<file path="config.mk">
export PLATFORM = sky130hd
export DESIGN_NAME = bpc_delay
export DESIGN_NICKNAME = d
export VERILOG_FILES = /design/src/hw/rtl/baro_pressure_temp_compensation_top_defines.svh /design/src/hw/rtl/bpc_delay.sv
export SDC_FILE = /design/constraint.sdc
export NUM_CORES = 1
export LEC_CHECK = 0
export ABC_AREA = 0
export ABC_CLOCK_PERIOD_IN_PS = 800
export BUFFER_PORTS_ARGS = -buffer_cell sky130_fd_sc_hd__buf_2
export CAP_MARGIN = 20
export CORE_ASPECT_RATIO = 1.5
export CORE_MARGIN = 2
export CORE_UTILIZATION = 35
export CTS_BUF_LIST = sky130_fd_sc_hd__clkbuf_8 sky130_fd_sc_hd__clkbuf_16
export DETAILED_ROUTE_END_ITERATION = 8
export PLACE_DENSITY = 0.55
export SLEW_MARGIN = 30
export SYNTH_ARGS = -nofsm -noshare
export SYNTH_HDL_FRONTEND = slang
export SYNTH_SLANG_ARGS = --single-unit
</file>
<file path="constraint.sdc">
create_clock -name clk -period 0.8 [get_ports clk]
set_clock_uncertainty 0.05 [all_clocks]
set_input_delay 0.04 -clock clk [delete_from_list [all_inputs] [get_ports clk]]
set_output_delay 0.04 -clock clk [all_outputs]
set_load 0.02 [all_outputs]
</file>
<file path="src/hw/rtl/baro_pressure_temp_compensation_top_defines.svh">
// Assertion helpers shared by the compensation block.
`ifndef BARO_PRESSURE_TEMP_COMPENSATION_TOP_DEFINES_SVH
`define BARO_PRESSURE_TEMP_COMPENSATION_TOP_DEFINES_SVH

// Same-cycle implication, checked outside reset.
`define BPC_ASSERT_IMP(label, clk, rst, ante, cons, msg) \
  label: assert property (@(posedge clk) disable iff (rst) (ante) |-> (cons)) \
    else $error(msg);

// Next-cycle implication, checked outside reset.
`define BPC_ASSERT_NEXT(label, clk, rst, ante, cons, msg) \
  label: assert property (@(posedge clk) disable iff (rst) (ante) |=> (cons)) \
    else $error(msg);

`endif

</file>
<file path="src/hw/rtl/bpc_delay.sv">
`default_nettype none
module bpc_delay #(
  parameter int W     = 8,
  parameter int DEPTH = 4
) (
  input  logic         clk,
  input  logic         en,
  input  logic [W-1:0] d,
  output logic [W-1:0] q
);

  logic [W-1:0] tap [DEPTH];

  always_ff @(posedge clk) begin
    if (en) begin
      tap[0] <= d;
      for (int i = 1; i < DEPTH; i++) begin
        tap[i] <= tap[i-1];
      end
    end
  end

  assign q = tap[DEPTH-1];

endmodule
`default_nettype wire

</file>
* After elaboration in Yosys (flattened, before gate mapping)
Memory sizes are Yosys's and may differ from the RTL's.
Cells that the tools add are included.
Widths: inputs -> output; s select.
** Word-level totals
- Memories kept :: 1
- RAM bits :: 32
- Input port bits :: 10
- Register bits :: 0
- Word-level logic and storage cells :: 3
** Operators by class
- Mux-type cells :: 2
** Memory list
- tap :: words 4, bits a word 8, read ports 4, clocked after Yosys merged registers in 0, wr ports 4, line bpc_delay.sv:12 : logic [W-1:0] tap [DEPTH];
** Operator list (count)
- $mux 1 :: 2

* Logic depth before layout (Yosys ltp)
- Word-level depth :: 2
- Gate-level depth with buffers :: 0
- Mapped depth without buffers :: 0

* Least setup slack after synthesis
No wires, ideal clock.
- Kind :: register -> register
- Start point :: mem tap[0][0]
- End point :: mem tap[1][0], data pin
- Required time :: 0.484 ns
- Data arrival time :: 0.323 ns
- Slack :: 0.161 ns
- Path buffers :: 0
- Clock period less this slack :: 0.639 ns
- Stages on the path, launching flop included :: 1
- Cells stage by stage :: edfxtp_1
** RTL lines (line)
- start, declared :: bpc_delay.sv:12

==> flow_summary.toml <==
[sta]
fmax_ghz = 1.13
fin_ws_ns = -0.0823
hold_viol = 0
period_minus_slack_ns = 0.882
drv_slew = 0
max-slew-margin-rel_pct = 92.4
finalSetupViolCount = 8
whs_ns = 0.103
worst_pin_slew_ns = 0.114
rsz0062_at_grt = "yes"
period_share_pct = 110
fin_tns_setup_ns = -0.599

[global_route]
grt_pass1_wl_um = 1510
grt_antenna_before_repair = 0
met3_usage_pct = 4.75
grt.busiest_layer = "met2"
grt_max_degree = 22
met1_usage_pct = 6.09
grt_pass1_vias = 399
grtUsageTotal_pct = 7.64
gr-total-overflow = 0
use_met2_pct = 11.8

[place]
gp_congestion = 0.551
port_buffers = 17
dp_cells = 89
place_area_um2 = 1130
dp_slack_ns = 0.105
hpwl_um = 553

[worst_setup_path]
critPathSlowestCell = "edfxtp_1"
crit_fanout = 1
critical_path_class = "flop to primary output"
cp.depth = 1
crit_family = "flip-flops"
cp-end-kind = "primary output"
worstPathArrival_ns = 0.79
cp_data_required_time_ns = 0.71
path_cells = "buf_6"
crit_buf_inv = 1
slowest_delay_ns = 0.38
worstRegToRegCells = 0
timing.critical_path.from_type = "flop"

[yosys]
ys_warn_count = 0
synth_area_per_cell_um2 = 30.0
synth_area_um2 = 961
synth-seq-area-share_pct = 100
synth_nets = 42
ys_seq_elements = 32
synthDistinctLibCells = 1
syn_inst = 32

[cts]
path_clk_slew_ns = 0.06
cts_inserted_buffers = 5
cts_tree = "done"
insertion_delay_ns = 0.27
htree_levels = 2
cts_buffer_depth = 2
cts_sinks = 32
cts_root_buf = "clkbuf_8"

[die]
dieArea_um2 = 3190
floorplan.initialDensity_pct = 36.3
dieWidth_um = 46.8
ios = 18
std_cell_rows = 23
die_h_um = 68.2
core_um2 = 2650

[cells_and_area]
drive_above_1_share_pct = 36.8
biggestRegsByFlops = "tap x32"
final_util_pct = 49.8
fin_nets = 77
largest_register = "tap"
largest_reg_flops = 32
instances_no_fill = 105
synthToLayoutAreaGrowth_pct = 37.2
design_area_um2 = 1320
multi_input_comb_cells = 0
n_antenna_cell = 0
multiInputGateArea_um2 = 0

[detailed_routing]
remaining_drc_errors = 0
drtIter0Drc = 4
vias = 421
ant_nets = 0
vias_per_cell = 4.01
post_drt_wl_per_cell_um = 9.71
wirelength_um = 1020
drt-pass1-iter-count = 2

[power]
leakagePower_nw = 0.491
vdd_drop_max_mv = 1.95
powerDensity_nw_per_um2 = 2460
p_total_mw = 3.24

[status]
violations = "negative setup slack"
status = "finished, violations left"

[min_path]
worst_hold_path.num_cells = 2
worstHoldPathType = "input port to flop"

[flow_run]
drv_cap = 0
placed cells by master (no fill, tap or decap):
| cell type | Yosys | layout |
|---|---|---|
| clkbuf_8 | 0 | 5 |
| buf_4 | 0 | 2 |
| buf_12 | 0 | 1 |
| inv_1 | 0 | 2 |
| edfxtp_1 | 32 | 32 |
| buf_6 | 0 | 5 |
| clkinv_1 | 0 | 1 |
| dlygate4sd3_1 | 0 | 8 |
| buf_2 | 0 | 12 |
repair_timing:
action / in CTS / in global routing
resized for setup: 0 / 10
hold buffers: 8 / 0
setup endpoints to repair: 8 / 8
hold endpoints to repair: 8 / 0
setup buffers: 0 / 0
layer usage:
metal  wire length, µm  share of wire, %
met1               404                40
met2               525                51
met3                90               8.8
met4                 0                 0
met5                 0                 0
power breakdown:
part / switching [mW] / internal [mW]
clock: 0.498 / 0.578
sequential: 0.0273 / 1.98
combinational: 0.0758 / 0.0875
path summary, 6_finish.rpt:
check | startpoint | to | slack (ns)
worst min-delay path | en | tap[1][7] | 0.10
worst min register to register | tap[0][3] | tap[1][3] | 0.37
worst max register to register | tap[2][1] | tap[3][1] | 0.12
worst max-delay path | tap[3][5] | q[5] | -0.08
cell families (layout without fill, tap and decap cells):
group                  after synthesis  after routing  synth area share [%]
buffers and inverters                0             36                     0
flip-flops                          32             32                   100
synth_stat cells:
library cell  count  share of area, %
edfxtp_1         32               100
final cells by class:
cell class / instances / area [µm²]
well taps: 37 / 46.3
clock buffers: 5 / 68.8
flip-flops and latches: 32 / 961
fillers: 230 / 1330
repair buffers: 28 / 231
clock inverters: 3 / 11.3
Power figures use the tool's default switching activity.
