$ cat config.mk
export PLATFORM = sky130hd
export DESIGN_NAME = bpc_mac_cell
export DESIGN_NICKNAME = d
export VERILOG_FILES = /design/src/hw/rtl/baro_pressure_temp_compensation_top_defines.svh /design/src/hw/rtl/bpc_mac_cell.sv
export SDC_FILE = /design/constraint.sdc
export NUM_CORES = 2
export LEC_CHECK = 0
export BUFFER_PORTS_ARGS = -buffer_cell sky130_fd_sc_hd__buf_2
export CORE_MARGIN = 4
export CORE_UTILIZATION = 50
export DETAILED_ROUTE_END_ITERATION = 8
export PLACE_DENSITY = 0.69
export SLEW_MARGIN = 20
export SYNTH_ARGS = -nofsm -noshare
export SYNTH_HDL_FRONTEND = slang
export SYNTH_SLANG_ARGS = --single-unit
$ cat constraint.sdc
create_clock -name clk -period 9.3 [get_ports clk]
set_clock_uncertainty 0.1 [all_clocks]
set_input_delay 0.465 -clock clk [delete_from_list [all_inputs] [get_ports clk]]
set_output_delay 0.465 -clock clk [all_outputs]
set_load 0.005 [all_outputs]
$ cat src/hw/rtl/baro_pressure_temp_compensation_top_defines.svh
// Assertion helpers shared by the compensation block.
`ifndef BARO_PRESSURE_TEMP_COMPENSATION_TOP_DEFINES_SVH
`define BARO_PRESSURE_TEMP_COMPENSATION_TOP_DEFINES_SVH

// Same-cycle implication, checked outside reset.
`define BPC_ASSERT_IMP(label, clk, rst, ante, cons, msg) \
  label: assert property (@(posedge clk) disable iff (rst) (ante) |-> (cons)) \
    else $error(msg);

// Next-cycle implication, checked outside reset.
`define BPC_ASSERT_NEXT(label, clk, rst, ante, cons, msg) \
  label: assert property (@(posedge clk) disable iff (rst) (ante) |=> (cons)) \
    else $error(msg);

`endif

$ cat src/hw/rtl/bpc_mac_cell.sv
`default_nettype none
// y = floor(a * b / 2^SH) + c, four registered steps:
// partial products, pair sums, full product, shift and add.
module bpc_mac_cell #(
  parameter int A_W = 31,
  parameter int B_W = 16,
  parameter int C_W = 40,
  parameter int Y_W = 48,
  parameter int SH  = 0
) (
  input  logic                  clk,
  input  logic                  en,
  input  logic signed [A_W-1:0] a,
  input  logic signed [B_W-1:0] b,
  input  logic signed [C_W-1:0] c,
  output logic signed [Y_W-1:0] y
);

  localparam int AL_W   = A_W / 2;
  localparam int AH_W   = A_W - AL_W;
  localparam int BL_W   = B_W / 2;
  localparam int BH_W   = B_W - BL_W;
  localparam int PROD_W = A_W + B_W;
  localparam int EXT_W  = (PROD_W > Y_W + SH) ? PROD_W : Y_W + SH;
  localparam int LL_W   = AL_W + BL_W;
  localparam int LH_W   = AL_W + BH_W + 1;
  localparam int HL_W   = AH_W + BL_W + 1;
  localparam int HH_W   = AH_W + BH_W;

  logic        [AL_W-1:0]      al;
  logic signed [AH_W-1:0]      ah;
  logic        [BL_W-1:0]      bl;
  logic signed [BH_W-1:0]      bh;

  logic        [AL_W+BL_W-1:0] ll_q;
  logic signed [AL_W+BH_W:0]   lh_q;
  logic signed [AH_W+BL_W:0]   hl_q;
  logic signed [AH_W+BH_W-1:0] hh_q;
  logic signed [C_W-1:0]       c1_q, c2_q, c3_q;

  logic signed [PROD_W-1:0]    t_ll, t_lh, t_hl, t_hh;
  logic signed [PROD_W-1:0]    lo_q, hi_q, prod_q;
  logic signed [EXT_W-1:0]     prod_ext, prod_sh;
  logic signed [Y_W-1:0]       y_q;

  assign al = a[AL_W-1:0];
  assign ah = $signed(a[A_W-1:AL_W]);
  assign bl = b[BL_W-1:0];
  assign bh = $signed(b[B_W-1:BL_W]);

  assign t_ll = PROD_W'(ll_q);
  assign t_lh = PROD_W'(lh_q);
  assign t_hl = PROD_W'(hl_q);
  assign t_hh = PROD_W'(hh_q);

  assign prod_ext = EXT_W'(prod_q);
  assign prod_sh  = prod_ext >>> SH;

  always_ff @(posedge clk) begin
    if (en) begin
      ll_q   <= LL_W'(al) * LL_W'(bl);
      lh_q   <= LH_W'($signed({1'b0, al})) * LH_W'(bh);
      hl_q   <= HL_W'(ah) * HL_W'($signed({1'b0, bl}));
      hh_q   <= HH_W'(ah) * HH_W'(bh);
      c1_q   <= c;
      lo_q   <= t_ll + (t_lh <<< BL_W);
      hi_q   <= t_hl + (t_hh <<< BL_W);
      c2_q   <= c1_q;
      prod_q <= lo_q + (hi_q <<< AL_W);
      c3_q   <= c2_q;
      y_q    <= Y_W'(prod_sh) + Y_W'(c3_q);
    end
  end

  assign y = y_q;

endmodule
`default_nettype wire

# [Word level (Yosys, flattened, before mapping)]
# Cells that the tools add are included.
[totals] regBits=390 in_bits=89 out_inout_bits=48
[classes] addsub=4 mul=4
[ops] op="47-bit by 40-bit adder with 48-bit output" count=1
[ops] op="16-bit by 8-bit multiplier with 24-bit output" count=2
[ops] op="47-bit adder" count=1
[ops] op="24-bit by 32-bit adder with 33-bit output" count=1
[ops] op="25-bit by 32-bit adder with 32-bit output" count=1
[ops] op="16-bit by 9-bit multiplier with 25-bit output" count=1
[ops] op="15-bit by 8-bit multiplier with 23-bit output" count=1

# [Depth between registers and ports, before layout]
[logic_depth] depth_word=1 mapped_depth=22 mapped_depth_nobuf=21

# [Worst setup path before layout]
# No wires, ideal clock.
[synth_path] kind="input to register" startpoint="input port b[0]" endpoint="register hl_q[24], data pin" setup_ns=0.259 arrival_time_ns=5.041 slack_ns=3.899 stages=20 n_path_buf=1 cell_sequence="clkbuf_1 > nand2_1 > fa_1 > inv_1 > fa_1 > inv_1 > fa_1 > fa_1 > inv_1 > ha_1 > o21a_1 > o31a_1 > o211ai_1 > a21oi_1 > a2111oi_0 > nor3_1 > a211oi_1 > o21ai_0 > a21oi_1 > xnor2_1"
[synth_between] elab_chain_cells=1
[synth_lines] item="from (decl)" line="bpc_mac_cell.sv:14" source="input logic signed [B_W-1:0] b,"
[synth_lines] item="16-bit by 9-bit multiplier with 25-bit output" line="bpc_mac_cell.sv:63" source="hl_q <= HL_W'(ah) * HL_W'($signed({1'b0, bl}));"
[synth_lines] item="to (signal assigned)" line="bpc_mac_cell.sv:63"
[synth_lines] item="to (decl)" line="bpc_mac_cell.sv:37" source="logic signed [AH_W+BL_W:0] hl_q;"
# No other way between the ends.
# A chain may end at the register's enable or synchronous reset.

# [Final worst setup path]
# Ends and elaborated chain as after synthesis.

==> out/qor.csv <==
metric,value,unit
drt_iter0_drc,1132,
worst_slack,3.65,ns
yosysWarnings,0,
synth_common_cells,"540 x inv_1, 376 x edfxtp_1, 366 x fa_1",
gp_congestion,0.845,
synth_nets,3925,
yosys.area_share.adder,33.1,%
drtAntennaViolNets,0,
vdd_ir_drop_max,0.000148,V
drive_gt1_share,6.70,%
synth_top_family_by_area,adder cells,
die_area,72000,µm²
viasPerCell,5.18,
start_util,50.5,%
grt_pass1_wl,115,mm
cts_resized,0,
relSlewSlack,32.5,%
status,finished clean,
post_cts_buffers,0,
place_area,35400,µm²
crit_path_top_delay_cell,fa_1,
die_x,268,µm
ys.flop_type,edfxtp_1,
power.internal,0.00689,W
synth-xor-area-share,5.01,%
async_flop_share,0,%
wl_per_cell,16.1,µm
clockPowerShare,14.9,%
ios,137,
cts_root_buffer,clkbuf_16,
syn2layout_area_growth,9.95,%
yosys.area_share.simple,12.5,%
grt_use_total,19.7,%
synth_most_common_cell,inv_1,
period_needed,5.65,ns
hold_viol_final,0,
worstMarginPinSlew,1.01,ns
synth_top_cell_area_share,33.3,%
drcViolationCount,0,
rsz0062_at_grt,no,
critPathRequiredTime,9.48,ns
antenna_found_initial,4,
finalMaxSlewViolations,0,
finalCritPeriodShare,60.8,%
critPathKind,input pin to register,
synth.area.mux_share,0.0295,%
yosys_register_bits,376,
pwr-share-comb,58.5,%
critPathMaxStageDelay,0.57,ns
cts.sinks,376,
postCtsHoldBufs,40,
p_sw_share,40.7,%
cp.arrival,5.84,ns
numCtsBuffers,41,
fin_area,37300,µm²
synth_top_area_cell,edfxtp_1,
grt_max_degree,144,
syn_area,33900,µm²
syn_inst,3159,
fillers,5802,
report.final.setup_viol,0,
ys_top_cells_by_area,"edfxtp_1 33%, fa_1 22%, ha_1 11%",
hold_class,register to register,
p_switching,0.00472,W
core_area,67200,µm²
vias,21800,
grt_pass1_vias,22600,
gr-total-overflow,0,
avgSynthCellArea,10.7,µm²
p_total,0.0116,W
cts-htree-levels,2,
power_frac_seq,26.6,%
rows,95,
yosysSeqAreaShare,33.3,%
crit_path_max_fanout,31,
cts_tree,done,
clkLatencyLatePin,0.57,ns
hpwl,51.3,mm
synth_edf_count,376,
fin_nets,4061,
fp.dieH,268,µm
preCtsSetupSlack,3.11,ns
synth_compound_area_share,9.11,%
portBuffers,136,
fin_tns_setup,0,ns
crit_top_cell,fa_1,
path_cells,buf_2 -> nand2_1 -> fa_1 -> inv_1 -> fa_1 -> fa_1 -> inv_1 -> fa_1 -> inv_1 -> ha_1 -> o21a_1 -> o31a_1 -> o211ai_1 -> a21oi_1 -> a2111oi_0 -> nor3_1 -> a211oi_1 -> o21ai_0 -> a21oi_1 -> xnor2_1,
cap_violations,0,
fmax,177,MHz
dr.pass1.iters,5,
ys_types,67,
cts.path.max_buffers,3,
critPathLaunchType,input pin,
cp_num_buf_inv,4,
wl,67.6,mm
powerDensity,311,nW/µm²
end_kind,register,
power_leakage,17.1,nW
critPathTopFamily,adder cells,
clkSlewWorstSetupHoldPaths,0.06,ns
## cells in the final DEF (no fill, tap or decap), types with 5 or more instances in the layout
| cell | instances |
|---|---|
| diode_2 | 5 |
| xnor2_1 | 149 |
| a21oi_1 | 159 |
| o211ai_1 | 9 |
| bufinv_16 | 8 |
| o31a_1 | 5 |
| nand2_1 | 208 |
| a211o_1 | 9 |
| a211oi_1 | 10 |
| inv_1 | 540 |
| buf_2 | 135 |
| a31oi_1 | 14 |
| clkbuf_16 | 41 |
| and3_1 | 18 |
| and2_1 | 351 |
| nor3_1 | 24 |
| o31ai_1 | 7 |
| o21bai_1 | 24 |
| o21ai_0 | 67 |
| nor2b_1 | 22 |
| nor2_1 | 107 |
| a21o_1 | 77 |
| or3_1 | 7 |
| a21boi_0 | 10 |
| a221o_1 | 6 |
| buf_4 | 5 |
| dlygate4sd3_1 | 40 |
| xor2_1 | 45 |
| o21ai_1 | 6 |
| fa_1 | 366 |
| nand4_1 | 7 |
| clkinv_2 | 5 |
| o21a_1 | 27 |
| nand2b_1 | 24 |
| ha_1 | 311 |
| nand3_1 | 29 |
| edfxtp_1 | 376 |
| a2111oi_0 | 5 |
| clkinvlp_4 | 7 |
## path summary, 6_finish.rpt
kind / cells past startpoint / slack [ns] / endpoint / startpoint
worst max-delay path: 20 / 3.65 / hl_q[24] / b[0]
worst min-delay path: 0 / 0.31 / prod_q[14] / lo_q[14]
worst max register to register: 13 / 5.44 / y[44] / c3_q[0]
worst min register to register: 0 / 0.31 / prod_q[14] / lo_q[14]
## power by group through the flow
stage / combinational, W / sequential (W) / clock [W]
final: 0.00679 / 0.00309 / 0.00173
after global routing: 0.00776 / 0.00315 / 0.00185
after CTS: 0.00680 / 0.00310 / 0.00178
after detailed placement: 0.00674 / 0.00313 / 0
after global placement: 0.00664 / 0.00312 / 0
after floorplan: 0.00517 / 0.00305 / 0
## area by class of cell
type                    instances  area (µm²)  share of cell area (%)
repair buffers                181        1130                    3.03
diodes                          5        12.5                  0.0336
flip-flops and latches        376       11300                    30.3
well taps                     873        1090                    2.93
clock inverters                30         432                    1.16
multi-input cells            2154       20300                    54.3
inverters                     541        2030                    5.45
clock buffers                  44        1040                    2.78
## stage by stage
stage | util (%) | hold slack [ns] | std cells
2_1_floorplan | - | 0.300 | 3159
3_3_place_gp | 52.7 | 0.301 | 4085
3_5_place_dp | 52.7 | 0.305 | 4085
4_1_cts | 55.5 | 0.304 | 4199
5_1_grt | 55.5 | 0.311 | 4204
6_report | 55.5 | 0.305 | 4204
## state kept, by name, indices dropped and copies added, names as in the netlist
name,cells
hl_q,25
lo_q,33
lh_q,24
prod_q,47
c1_q,40
y,48
c3_q,40
hi_q,32
ll_q,23
hh_q,24
c2_q,40
## layer usage
metal  vias to the layer above  global-route usage, %  share of wire, %
met5                         -                      0                 0
met4                         0                   4.24               1.9
met3                        69                   3.71               5.8
met2                       447                   32.1                46
met1                     10600                   27.8                47
li1                      10600                      -                 -
## cells by family (layout without fill, tap and decap cells)
group           count (synthesis)  count (layout)
mux                             1               1
flops                         376             376
simple gates                  811             811
other cells                     0               5
fa+ha+maj                     677             677
buf+inv                       629             796
xor+xnor                      194             194
compound gates                471             471
Note: power is estimated with default switching activity, not from simulation.
