## config.mk

```make
export PLATFORM = sky130hd
export DESIGN_NAME = bpc_scale
export DESIGN_NICKNAME = d
export VERILOG_FILES = /design/src/hw/rtl/baro_pressure_temp_compensation_top_defines.svh /design/src/hw/rtl/bpc_pkg.sv /design/src/hw/rtl/bpc_scale.sv
export SDC_FILE = /design/constraint.sdc
export NUM_CORES = 1
export LEC_CHECK = 0
export BUFFER_PORTS_ARGS = -buffer_cell sky130_fd_sc_hd__buf_2
export CORE_MARGIN = 2
export CORE_UTILIZATION = 55
export CTS_BUF_LIST = sky130_fd_sc_hd__clkbuf_16
export DETAILED_ROUTE_END_ITERATION = 8
export PLACE_DENSITY = 0.87
export SYNTH_ARGS = -nofsm -noshare
export SYNTH_HDL_FRONTEND = slang
export SYNTH_SLANG_ARGS = --single-unit
```

## constraint.sdc

```tcl
create_clock -name clk -period 4.6 [get_ports clk]
set_input_delay 0 -clock clk [delete_from_list [all_inputs] [get_ports clk]]
set_output_delay 0 -clock clk [all_outputs]
set_load 0.01 [all_outputs]
```

## src/hw/rtl/baro_pressure_temp_compensation_top_defines.svh

```systemverilog
// Assertion helpers shared by the compensation block.
`ifndef BARO_PRESSURE_TEMP_COMPENSATION_TOP_DEFINES_SVH
`define BARO_PRESSURE_TEMP_COMPENSATION_TOP_DEFINES_SVH

// Same-cycle implication, checked outside reset.
`define BPC_ASSERT_IMP(label, clk, rst, ante, cons, msg) \
  label: assert property (@(posedge clk) disable iff (rst) (ante) |-> (cons)) \
    else $error(msg);

// Next-cycle implication, checked outside reset.
`define BPC_ASSERT_NEXT(label, clk, rst, ante, cons, msg) \
  label: assert property (@(posedge clk) disable iff (rst) (ante) |=> (cons)) \
    else $error(msg);

`endif

```

## src/hw/rtl/bpc_pkg.sv

```systemverilog
`default_nettype none
package bpc_pkg;

  // Stream and port widths
  localparam int RAW_W       = 24;
  localparam int OUT_W       = 32;
  localparam int CFG_W       = 24;
  localparam int REG_IDX_W   = 4;
  localparam int FIN_W       = 64;

  // Coefficient widths
  localparam int COEF_WIDE_W = 20;
  localparam int COEF_W      = 16;
  localparam int TCOEF_W     = 12;

  // Fixed point: Q24 intermediates; raw scale 253952 = 31 << 13
  localparam int QBITS       = 24;
  localparam int SCALE_ODD   = 31;
  localparam int SCALE_ODD_W = 5;
  localparam int FRAC_SH     = 11;

  // Pipeline depths
  localparam int SCALE_LAT   = 3;
  localparam int CELL_LAT    = 4;

  // Parameter defaults
  localparam int RAW_BITS_DEF = 24;
  localparam int OUT_FRAC_DEF = 8;

  typedef enum logic [REG_IDX_W-1:0] {
    REG_C00  = 4'd0,
    REG_C10  = 4'd1,
    REG_C01  = 4'd2,
    REG_C11  = 4'd3,
    REG_C20  = 4'd4,
    REG_C21  = 4'd5,
    REG_C30  = 4'd6,
    REG_TEMP = 4'd7
  } reg_idx_t;

  function automatic int wmax(input int a, input int b);
    return (a > b) ? a : b;
  endfunction

endpackage
`default_nettype wire

```

## src/hw/rtl/bpc_scale.sv

```systemverilog
`default_nettype none
// p = floor(raw * 2^11 / 31), raw taken as RAW_BITS two's complement.
// Bias raw positive, divide by 31 through a reciprocal with one fix step,
// then add the fractional part of the remainder.
module bpc_scale #(
  parameter int RAW_BITS = 24
) (
  input  logic                        clk,
  input  logic                        en,
  input  logic [bpc_pkg::RAW_W-1:0]   raw,
  output logic signed [RAW_BITS+6:0]  p
);
  import bpc_pkg::*;

  localparam int P_W    = RAW_BITS + 7;
  localparam int RU_W   = RAW_BITS + 1;
  localparam int M_W    = RAW_BITS + 2;
  localparam int DIV_SH = RAW_BITS + 6;
  localparam int PR_W   = RU_W + M_W;
  localparam int Q_W    = PR_W - DIV_SH;
  localparam int REM_W  = SCALE_ODD_W + 1;
  localparam int FRAC_INT = (1 << FRAC_SH) / SCALE_ODD;
  localparam int FRAC_REM = (1 << FRAC_SH) % SCALE_ODD;

  localparam logic [RU_W-1:0] OFS   = RU_W'(SCALE_ODD) << (RAW_BITS - SCALE_ODD_W);
  localparam logic [M_W-1:0]  RECIP = M_W'((64'd1 << DIV_SH) / SCALE_ODD);
  localparam logic [P_W-1:0]  BIAS  = P_W'(1) << (P_W - 1);

  logic [RU_W-1:0]        r_u;
  logic [RU_W-1:0]        ru_q;
  logic [PR_W-1:0]        prod_q;
  logic [Q_W-1:0]         q0;
  logic [Q_W-1:0]         q0_q;
  logic [RU_W-1:0]        rem_full;
  logic [REM_W-1:0]       rem_q;
  logic                   fix;
  logic [Q_W:0]           qa;
  logic [REM_W-1:0]       ra_full;
  logic [SCALE_ODD_W-1:0] ra;
  logic [FRAC_SH-1:0]     frac;
  logic [P_W-1:0]         p_next;
  logic signed [P_W-1:0]  p_q;

  assign r_u = RU_W'($signed(raw[RAW_BITS-1:0])) + OFS;

  assign q0       = prod_q[PR_W-1:DIV_SH];
  assign rem_full = ru_q - RU_W'({q0, SCALE_ODD_W'(0)}) + RU_W'(q0);

  always_comb begin
    fix     = (rem_q >= REM_W'(SCALE_ODD));
    qa      = fix ? (Q_W+1)'(q0_q) + (Q_W+1)'(1) : (Q_W+1)'(q0_q);
    ra_full = fix ? rem_q - REM_W'(SCALE_ODD) : rem_q;
    ra      = ra_full[SCALE_ODD_W-1:0];
    // floor(2^11 * ra / 31): the rest term stays below twice the divisor
    frac    = FRAC_SH'(FRAC_INT * int'(ra))
            + FRAC_SH'(((FRAC_REM * int'(ra)) >= SCALE_ODD) ? 1 : 0);
    p_next  = P_W'({qa, FRAC_SH'(0)}) + P_W'(frac) - BIAS;
  end

  always_ff @(posedge clk) begin
    if (en) begin
      ru_q   <= r_u;
      prod_q <= PR_W'(r_u) * PR_W'(RECIP);
      q0_q   <= q0;
      rem_q  <= rem_full[REM_W-1:0];
      p_q    <= $signed(p_next);
    end
  end

  assign p = p_q;

endmodule
`default_nettype wire

```

Word level (Yosys, flattened, before mapping)
Cells that the tools add are included.
{"block": "totals", "reg_bits": 113, "in_bits": 26, "output_inout_bits": 31, "wordCells": 20}
{"block": "op_classes", "add_sub_neg": 8, "multipliers": 2, "order_cmp": 2, "mux": 3}
{"operator": "25-bit by 26-bit multiplier with 50-bit output, second input constant", "n": 1}
{"operator": "31-bit by 11-bit adder with 31-bit output", "n": 1}
{"operator": "31-bit subtractor, second input constant", "n": 1}
{"operator": "25-bit by 24-bit adder with 25-bit output, second input constant", "n": 1}
{"operator": "20-bit by 1-bit adder with 20-bit output, second input constant", "n": 1}
{"operator": "20-bit two-way mux", "n": 1}
{"operator": "6-bit by 5-bit greater-or-equal comparator with 1-bit output, second input constant", "n": 2}
{"operator": "11-bit by 2-bit adder with 11-bit output", "n": 1}
{"operator": "6-bit by 5-bit multiplier with 10-bit output, first input constant", "n": 1}
{"operator": "6-bit adder", "n": 1}
{"operator": "6-bit subtractor", "n": 1}
{"operator": "5-bit two-way mux", "n": 1}
{"operator": "5-bit subtractor, second input constant", "n": 1}
{"operator": "1-bit two-way mux", "n": 1}

Depth between registers and ports, before layout
Gate-level depths: netlist (run 1).
{"block": "logic_depth", "word_depth": 7, "ltp_mapped": 22, "mapped_depth_nobuf": 22}

Least setup slack after synthesis (run 1)
No wires, ideal clock.
{"block": "synth_timing", "kind": "input-to-reg", "startpoint": "input raw[20] (netlist name)", "endpoint": "register prod_q[43] (data pin)", "setup_ns": 0.256, "arrival_time_ns": 4.664, "t_required_ns": 4.344, "slack_ns": -0.320, "stages": 18, "n_path_buf": 0, "cell_sequence": "nor3_1 a21oi_1 ha_1 fa_1 fa_1 inv_1 fa_1 inv_1 ha_1 ha_1 a21oi_1 o211ai_1 a21oi_1 o211ai_1 a221oi_2 a211oi_4 or4_1 and4_1"}
{"block": "synth_between", "elab_chain_cells": 2}
{"element": "start, declared", "line_no": "bpc_scale.sv:10", "rtl": "input logic [bpc_pkg::RAW_W-1:0] raw,"}
{"element": "25-bit by 24-bit adder with 25-bit output", "line_no": "bpc_scale.sv:44", "rtl": "assign r_u = RU_W'($signed(raw[RAW_BITS-1:0])) + OFS;"}
{"element": "25-bit by 26-bit multiplier with 50-bit output", "line_no": "bpc_scale.sv:63", "rtl": "prod_q <= PR_W'(r_u) * PR_W'(RECIP);"}
{"element": "end signal, assigned", "line_no": "bpc_scale.sv:63"}
{"element": "end, declared", "line_no": "bpc_scale.sv:31", "rtl": "logic [PR_W-1:0] prod_q;"}
Every way passes these cells.
A chain may end at the register's enable or synchronous reset.

Worst setup path after layout (run 1)
{"block": "layout_timing", "startpoint": "input raw[19] (netlist name)", "endpoint": "register prod_q[43] (data pin)"}
The elaborated chain is that of the path after synthesis.

==> flow_metrics.py, run 1 <==
metrics = {
    "detailed_routing": {
        "drt_iter0_drc": 435,
        "final_antenna_net_count": 0,
        "wl_mm": 17.3,
        "firstDrtPassIters": 5,
        "drcViolationCount": 0,
        "wl_per_cell_microns": 17.2,
        "vias": 5593,
        "avgViaCountPerCell": 5.56,
    },
    "status": {
        "status": "finished, violations left",
        "violations": "setup timing",
    },
    "synthesis": {
        "synthesis.area_sq_um": 7360,
        "synth_edf_count": 77,
        "synth_compound_area_frac": 0.101,
        "synth_area_per_cell_sq_um": 10.9,
        "syn-num-nets": 898,
        "synth-xor-area-share": 0.0607,
        "synth_fa_ha_area_frac": 0.377,
        "seq_area_frac_synth": 0.314,
        "muxShareOfSynthArea": 0.00578,
        "synthDistinctLibCells": 45,
        "synthFlopType": "edfxtp_1",
        "ys_seq_elements": 77,
        "synth_top_family_by_area": "adder cells",
        "synthArstFlopShare": 0,
        "yosys.area_share.simple": 0.0726,
        "ys.warnings.count": 0,
        "synthCells": 675,
    },
    "setup_path": {
        "critical_path.max_fanout": 4,
        "cp-end-kind": "flip-flop",
        "r2r_slack_ns": 2.05,
        "crit_cells": 23,
        "crit_chain": "buf_8 > nor3_4 > a21oi_2 > ha_2 > ha_4 > xor2_4 > ha_4 > inv_2 > buf_4 > fa_1 > xor2_1 > ha_1 > o21bai_1 > ha_1 > ha_4 > nand2_2 > or4_4 > a211oi_4 > a221oi_4 > a211oi_4 > buf_4 > nand2_1 > and4_1",
        "cp.arrival_ns": 4.88,
        "crit_top_cell": "ha_4",
        "reg2reg_to": "p[28]$_DFFE_PP_",
        "r2r-start": "rem_q[0]$_DFFE_PP_",
        "endpoint": "prod_q[43]$_DFFE_PP_",
        "cp-startpoint": "raw[19]",
        "crit_buf_inv": 4,
        "crit_required_ns": 4.68,
        "reg2reg_depth": 7,
        "path_class": "input pin to flip-flop",
        "crit_slowest_cell": "or4_4",
        "critPathLaunchType": "input pin",
        "cp_slowest_stage_delay_ns": 0.52,
        "critPathTopFamily": "adder cells",
    },
    "global_routing": {
        "grt_pass1_wl_mm": 28.4,
        "grt_max_degree": 78,
        "track_usage": 0.252,
        "grt_overflow": 0,
        "antenna_found_initial": 0,
        "grt_pass1_vias": 5936,
    },
    "die": {
        "start_util": 0.560,
        "placementRows": 42,
        "core-area_sq_um": 13100,
        "dieArea_sq_um": 14300,
        "die_h_microns": 120,
        "io_pins": 57,
        "die_w_microns": 120,
    },
    "hold_path": {
        "min_path_type": "flip-flop to flip-flop",
        "hold_start": "prod_q[45]$_DFFE_PP_",
    },
    "placed_design": {
        "dp_hpwl_mm": 13.7,
        "port_buffers": 56,
        "placedInstanceArea_sq_um": 8600,
        "gp_congestion": 0.982,
        "dp_slack_ns": -0.653,
    },
    "final_layout": {
        "layout_common_cells": "ha_1 (133), inv_1 (105), buf_4 (87), edfxtp_1 (77), buf_2 (54)",
        "antenna_cells": 0,
        "fillers": 873,
        "layout-drive-gt1-share": 0.289,
        "nets": 1048,
        "fin_area_sq_um": 9380,
        "final_common_cell": "ha_1",
        "final_util": 0.714,
        "area_growth_pct": 27.4,
    },
    "sta": {
        "setup_viol": 12,
        "final_hold_viol_count": 0,
        "hold-worst-slack_ns": 0.419,
        "fmax_ghz": 0.208,
        "finClkSkew_ns": 0.00799,
        "rsz0062_at_grt": "true",
        "finalMaxSlewViolations": 0,
        "period_minus_slack_ns": 4.80,
        "layout_setup_ws_ns": -0.198,
        "slew_headroom": 0.403,
        "min_period_over_period": 1.04,
        "worstMarginPinSlew_ns": 0.896,
    },
    "clock_tree": {
        "clockBufferDepth": 2,
        "cts_buffers": 9,
        "htreeDepth": 3,
        "root_buffer": "clkbuf_16",
        "clock_sinks": 77,
        "insertion_delay_ns": 0.33,
        "cts_tree": "built",
        "clkSlewWorstSetupHoldPaths_ns": 0.06,
    },
    "power_and_ir_drop": {
        "peakVddDrop_v": 0.000352,
        "p_leak_nw": 4.50,
        "power_density_nw_per_um2": 648,
    },
    "job": {
        "drv_cap": 0,
    },
}
## worst min-delay path by stage
stage / slack, ns / depth (start not counted) / endpoint
global placement: 0.22 / 1 / ru_q[1]$_DFFE_PP_
detailed placement: 0.22 / 1 / ru_q[1]$_DFFE_PP_
global route: 0.42 / 2 / ru_q[1]$_DFFE_PP_
CTS: 0.42 / 0 / q0_q[15]$_DFFE_PP_
floorplan: 0.1 / 0 / ru_q[0]$_DFFE_PP_
finish: 0.42 / 0 / q0_q[15]$_DFFE_PP_
## layer usage
layer  vias up  part of all wire  global-route usage
li1       2674                 -                   -
met1      2673              0.40               0.296
met2       196              0.52               0.458
met3        50             0.046              0.0356
met4         0             0.038               0.113
met5         -                 0                   0
## area by class of cell
class | instances | area [sq um] | share of cell area
clock buffer | 9 | 225 | 0.0240
tap | 176 | 220 | 0.0235
inverter | 115 | 437 | 0.0466
sequential | 77 | 2310 | 0.247
timing repair buffer | 153 | 1070 | 0.114
clock inverter | 7 | 42.5 | 0.00454
multi-input combinational | 469 | 5070 | 0.541
## cells in the mapped netlist (7+ instances only)
| library cell | n | share of area |
|---|---|---|
| xor2_1 | 16 | 0.019 |
| a21o_1 | 18 | 0.018 |
| a21oi_1 | 39 | 0.027 |
| o21ai_0 | 10 | 0.0068 |
| nand2_1 | 31 | 0.016 |
| a211oi_1 | 7 | 0.0071 |
| inv_1 | 115 | 0.059 |
| fa_1 | 41 | 0.11 |
| ha_1 | 156 | 0.27 |
| nor2_1 | 18 | 0.0092 |
| o21bai_1 | 10 | 0.010 |
| and3_1 | 8 | 0.0068 |
| nand3_1 | 11 | 0.0075 |
| nand4_1 | 14 | 0.012 |
| xnor2_1 | 35 | 0.042 |
| edfxtp_1 | 77 | 0.31 |
| clkbuf_1 | 7 | 0.0036 |
## power breakdown
group / total, W / internal, W / leakage (nW) / switching, W
combinational: 0.00421 / 0.00208 / 3.62 / 0.00214
sequential: 0.00125 / 0.00113 / 0.754 / 0.000114
clock: 0.000618 / 0.000360 / 0.120 / 0.000258
total: 0.00608 / 0.00357 / 4.50 / 0.00251
## sequential cells by signal, indices dropped and copies added (netlist names)
| signal | count |
|---|---|
| rem_q | 6 |
| prod_q | 20 |
| ru_q | 6 |
| p | 25 |
| q0_q | 20 |
## kinds of logic (layout without fill, tap and decap cells)
| family | count (synthesis) | after routing |
|---|---|---|
| buffers and inverters | 129 | 284 |
| and+or+nand+nor | 106 | 106 |
| muxes | 4 | 4 |
| AOI/OAI and AO/OA | 111 | 111 |
| adders and majority gates | 197 | 197 |
| DFF | 77 | 77 |
| xor gates and xnor gates | 51 | 51 |
## stage by stage
stage                     cells  total power [W]  setup TNS, ns
after floorplan             675          0.00366              0
after global placement      972          0.00468          -4.22
after detailed placement    972          0.00488          -6.88
after CTS                  1002          0.00575         -0.373
after global routing       1006          0.00656          -2.88
final                      1006          0.00608          -1.16
## timing repair
action / in CTS / in global routing
pin swaps: 38 / 27
buffers inserted: 8 / 4
hold buffers: 6 / 0
gates resized for setup: 32 / 37
setup endpoints to repair: 13 / 16
hold endpoints to repair: 6 / 0
(Power assumes the default switching activity.)
==> run 2: changes to the inputs <==
- CORE_UTILIZATION: 55 -> 45
- PLACE_DENSITY: 0.87 -> 0.73
- clock period: 4.6 -> 6.2 ns (I/O delays scaled with it)
==> run 2 against run 1 <==
  * The flow now finishes without violations
  * Core utilization is 20 points lower
  * Combinational power is 50% lower
  * Global-route usage is 8.7 points lower
  * Count of clock-buffer cells in the layout stayed put
  * Critical path depth is 4 lower
  * Critical path type unchanged
  * Critical endpoint unchanged
  * Largest cell class unchanged
  * Largest power group unchanged
==> flow_metrics.py, run 2 (synthesis results as in run 1) <==
metrics = {
    "status": {
        "status": "finished, final reports clean",
    },
    "hold_path": {
        "min_path_type": "flip-flop to flip-flop",
        "min_to": "q0_q[19]$_DFFE_PP_",
        "min_delay_path_depth": 0,
        "hold_start": "prod_q[49]$_DFFE_PP_",
    },
    "clock_tree": {
        "root_buffer": "clkbuf_16",
        "cts_resized": 0,
        "clkSlewWorstSetupHoldPaths_ns": 0.05,
        "clock_sinks": 77,
        "holdBufCountCts": 6,
        "cts_tree": "built",
        "cts_setup_buffers": 0,
        "htreeDepth": 3,
        "clockBufferDepth": 2,
        "cts_buffers": 9,
        "insertion_delay_ns": 0.33,
    },
    "detailed_routing": {
        "drcViolationCount": 0,
        "final_antenna_net_count": 0,
        "wl_mm": 13.7,
        "vias": 4943,
        "avgViaCountPerCell": 5.18,
        "firstDrtPassIters": 6,
        "wl_per_cell_microns": 14.3,
        "drt_iter0_drc": 297,
    },
    "sta": {
        "fmax_ghz": 0.191,
        "min_period_over_period": 0.846,
        "finalMaxSlewViolations": 0,
        "finClkSkew_ns": 0.00439,
        "period_minus_slack_ns": 5.25,
        "rsz0062_at_grt": "false",
        "worstMarginPinSlew_ns": 0.900,
        "setup_viol": 0,
        "slew_headroom": 0.400,
        "final_hold_viol_count": 0,
        "fin_setup_tns_ns": 0,
    },
    "setup_path": {
        "r2r_slack_ns": 3.62,
        "crit_slowest_cell": "fa_1",
        "critPathLaunchType": "input pin",
        "r2r-start": "rem_q[0]$_DFFE_PP_",
        "cp_slowest_stage_delay_ns": 0.59,
        "crit_chain": "buf_2 > nor3_1 > a21oi_1 > ha_1 > fa_1 > fa_1 > inv_1 > fa_1 > inv_1 > ha_1 > ha_1 > a21oi_1 > o211ai_1 > a21oi_1 > o211ai_1 > a221oi_2 > a211oi_4 > or4_1 > and4_1",
        "crit_buf_inv": 3,
        "path_class": "input pin to flip-flop",
        "crit_required_ns": 6.28,
        "reg2reg_to": "p[30]$_DFFE_PP_",
        "critPathTopFamily": "adder cells",
        "cp.arrival_ns": 5.33,
        "reg2reg_depth": 7,
        "critical_path.max_fanout": 8,
        "cp-end-kind": "flip-flop",
    },
    "die": {
        "dieArea_sq_um": 17400,
        "io_pins": 57,
        "die_w_microns": 132,
        "placementRows": 46,
        "die_h_microns": 132,
        "start_util": 0.462,
        "core-area_sq_um": 15900,
    },
    "global_routing": {
        "grt_overflow": 0,
        "antenna_found_initial": 0,
        "grt_pass1_wl_mm": 23.0,
        "grt_pass1_vias": 4765,
        "grt_max_degree": 78,
        "track_usage": 0.165,
    },
    "power_and_ir_drop": {
        "power_density_nw_per_um2": 423,
        "p_leak_nw": 4.01,
        "peakVddDrop_v": 0.000233,
    },
    "final_layout": {
        "nets": 958,
        "layout-drive-gt1-share": 0.103,
        "final_common_cell": "ha_1",
        "antenna_cells": 0,
        "final_util": 0.511,
        "layout_common_cells": "ha_1 (156), inv_1 (118), edfxtp_1 (77), buf_2 (56), fa_1 (41)",
        "area_growth_pct": 10.8,
        "largest_reg_flops": 25,
    },
    "placed_design": {
        "dp_hpwl_mm": 11.7,
        "port_buffers": 56,
        "gp_congestion": 0.933,
    },
    "job": {
        "drv_cap": 0,
    },
}
==> run 2: cell count changes in the layout (fill, tap and decap cells not counted), moves of 4 or more <==
cell,previous run,this run
a21oi_1,32,39
a21oi_2,5,0
buf_4,87,1
fa_1,33,41
fa_2,8,0
ha_1,133,156
ha_4,21,0
inv_1,105,118
inv_2,8,0
nand2_1,26,31
o21ai_0,6,10
xnor2_1,31,35
==> run 2: worst max-delay path by stage <==
stage	start	end	slack [ns]	cells after the start
3_5_place_dp	raw[20]	prod_q[43]$_DFFE_PP_	0.62	19
4_1_cts	raw[20]	prod_q[43]$_DFFE_PP_	0.97	19
5_1_grt	raw[20]	prod_q[43]$_DFFE_PP_	0.65	19
2_1_floorplan	raw[20]	prod_q[43]$_DFFE_PP_	1.28	18
3_3_place_gp	raw[20]	prod_q[43]$_DFFE_PP_	0.76	19
6_report	raw[20]	prod_q[43]$_DFFE_PP_	0.95	19
==> run 2: worst reg2reg max path, cell delays in order, from the launching register on <==
cell and delay [ns]:
edfxtp_1 0.39, ha_1 0.22, a41o_1 0.41, and3_1 0.27, nand3_1 0.15, nor3_1 0.54, nand3_1 0.19, xor2_1 0.17
==> run 2: routing by layer <==
layer  part of all wire  wire length, microns  track usage  vias up
li1                   -                     -            -     2488
met3              0.051                   704       0.0192       25
met5                  0                     0            0        -
met2               0.44                  6050        0.262      154
met4              0.020                   278       0.0537        0
met1               0.49                  6670        0.237     2276
==> run 2: layout make-up <==
cell class	instances	area, sq um
clock inverter	6	25.0
fill	1447	7790
multi-input combinational	469	4540
tap	216	270
timing repair buffer	63	348
clock buffer	9	225
inverter	115	432
sequential	77	2310
==> run 2: metrics by stage <==
step | area, sq um | total power [W] | worst slack [ns] | hold slack [ns] | cells
finish | 8150 | 0.00345 | 0.954 | 0.415 | 955
global route | 8150 | 0.00380 | 0.652 | 0.418 | 955
CTS | 8150 | 0.00346 | 0.972 | 0.411 | 955
detailed placement | 7840 | 0.00300 | 0.616 | 0.230 | 934
global placement | 7840 | 0.00295 | 0.757 | 0.229 | 934
floorplan | 7360 | 0.00253 | 1.28 | 0.0989 | 675
==> run 2: where the power goes <==
part           switching, W  total, W  internal (W)
clock network      0.000178  0.000438      0.000261
logic               0.00118   0.00209      0.000913
registers         0.0000769  0.000918      0.000841
total               0.00143   0.00345       0.00201
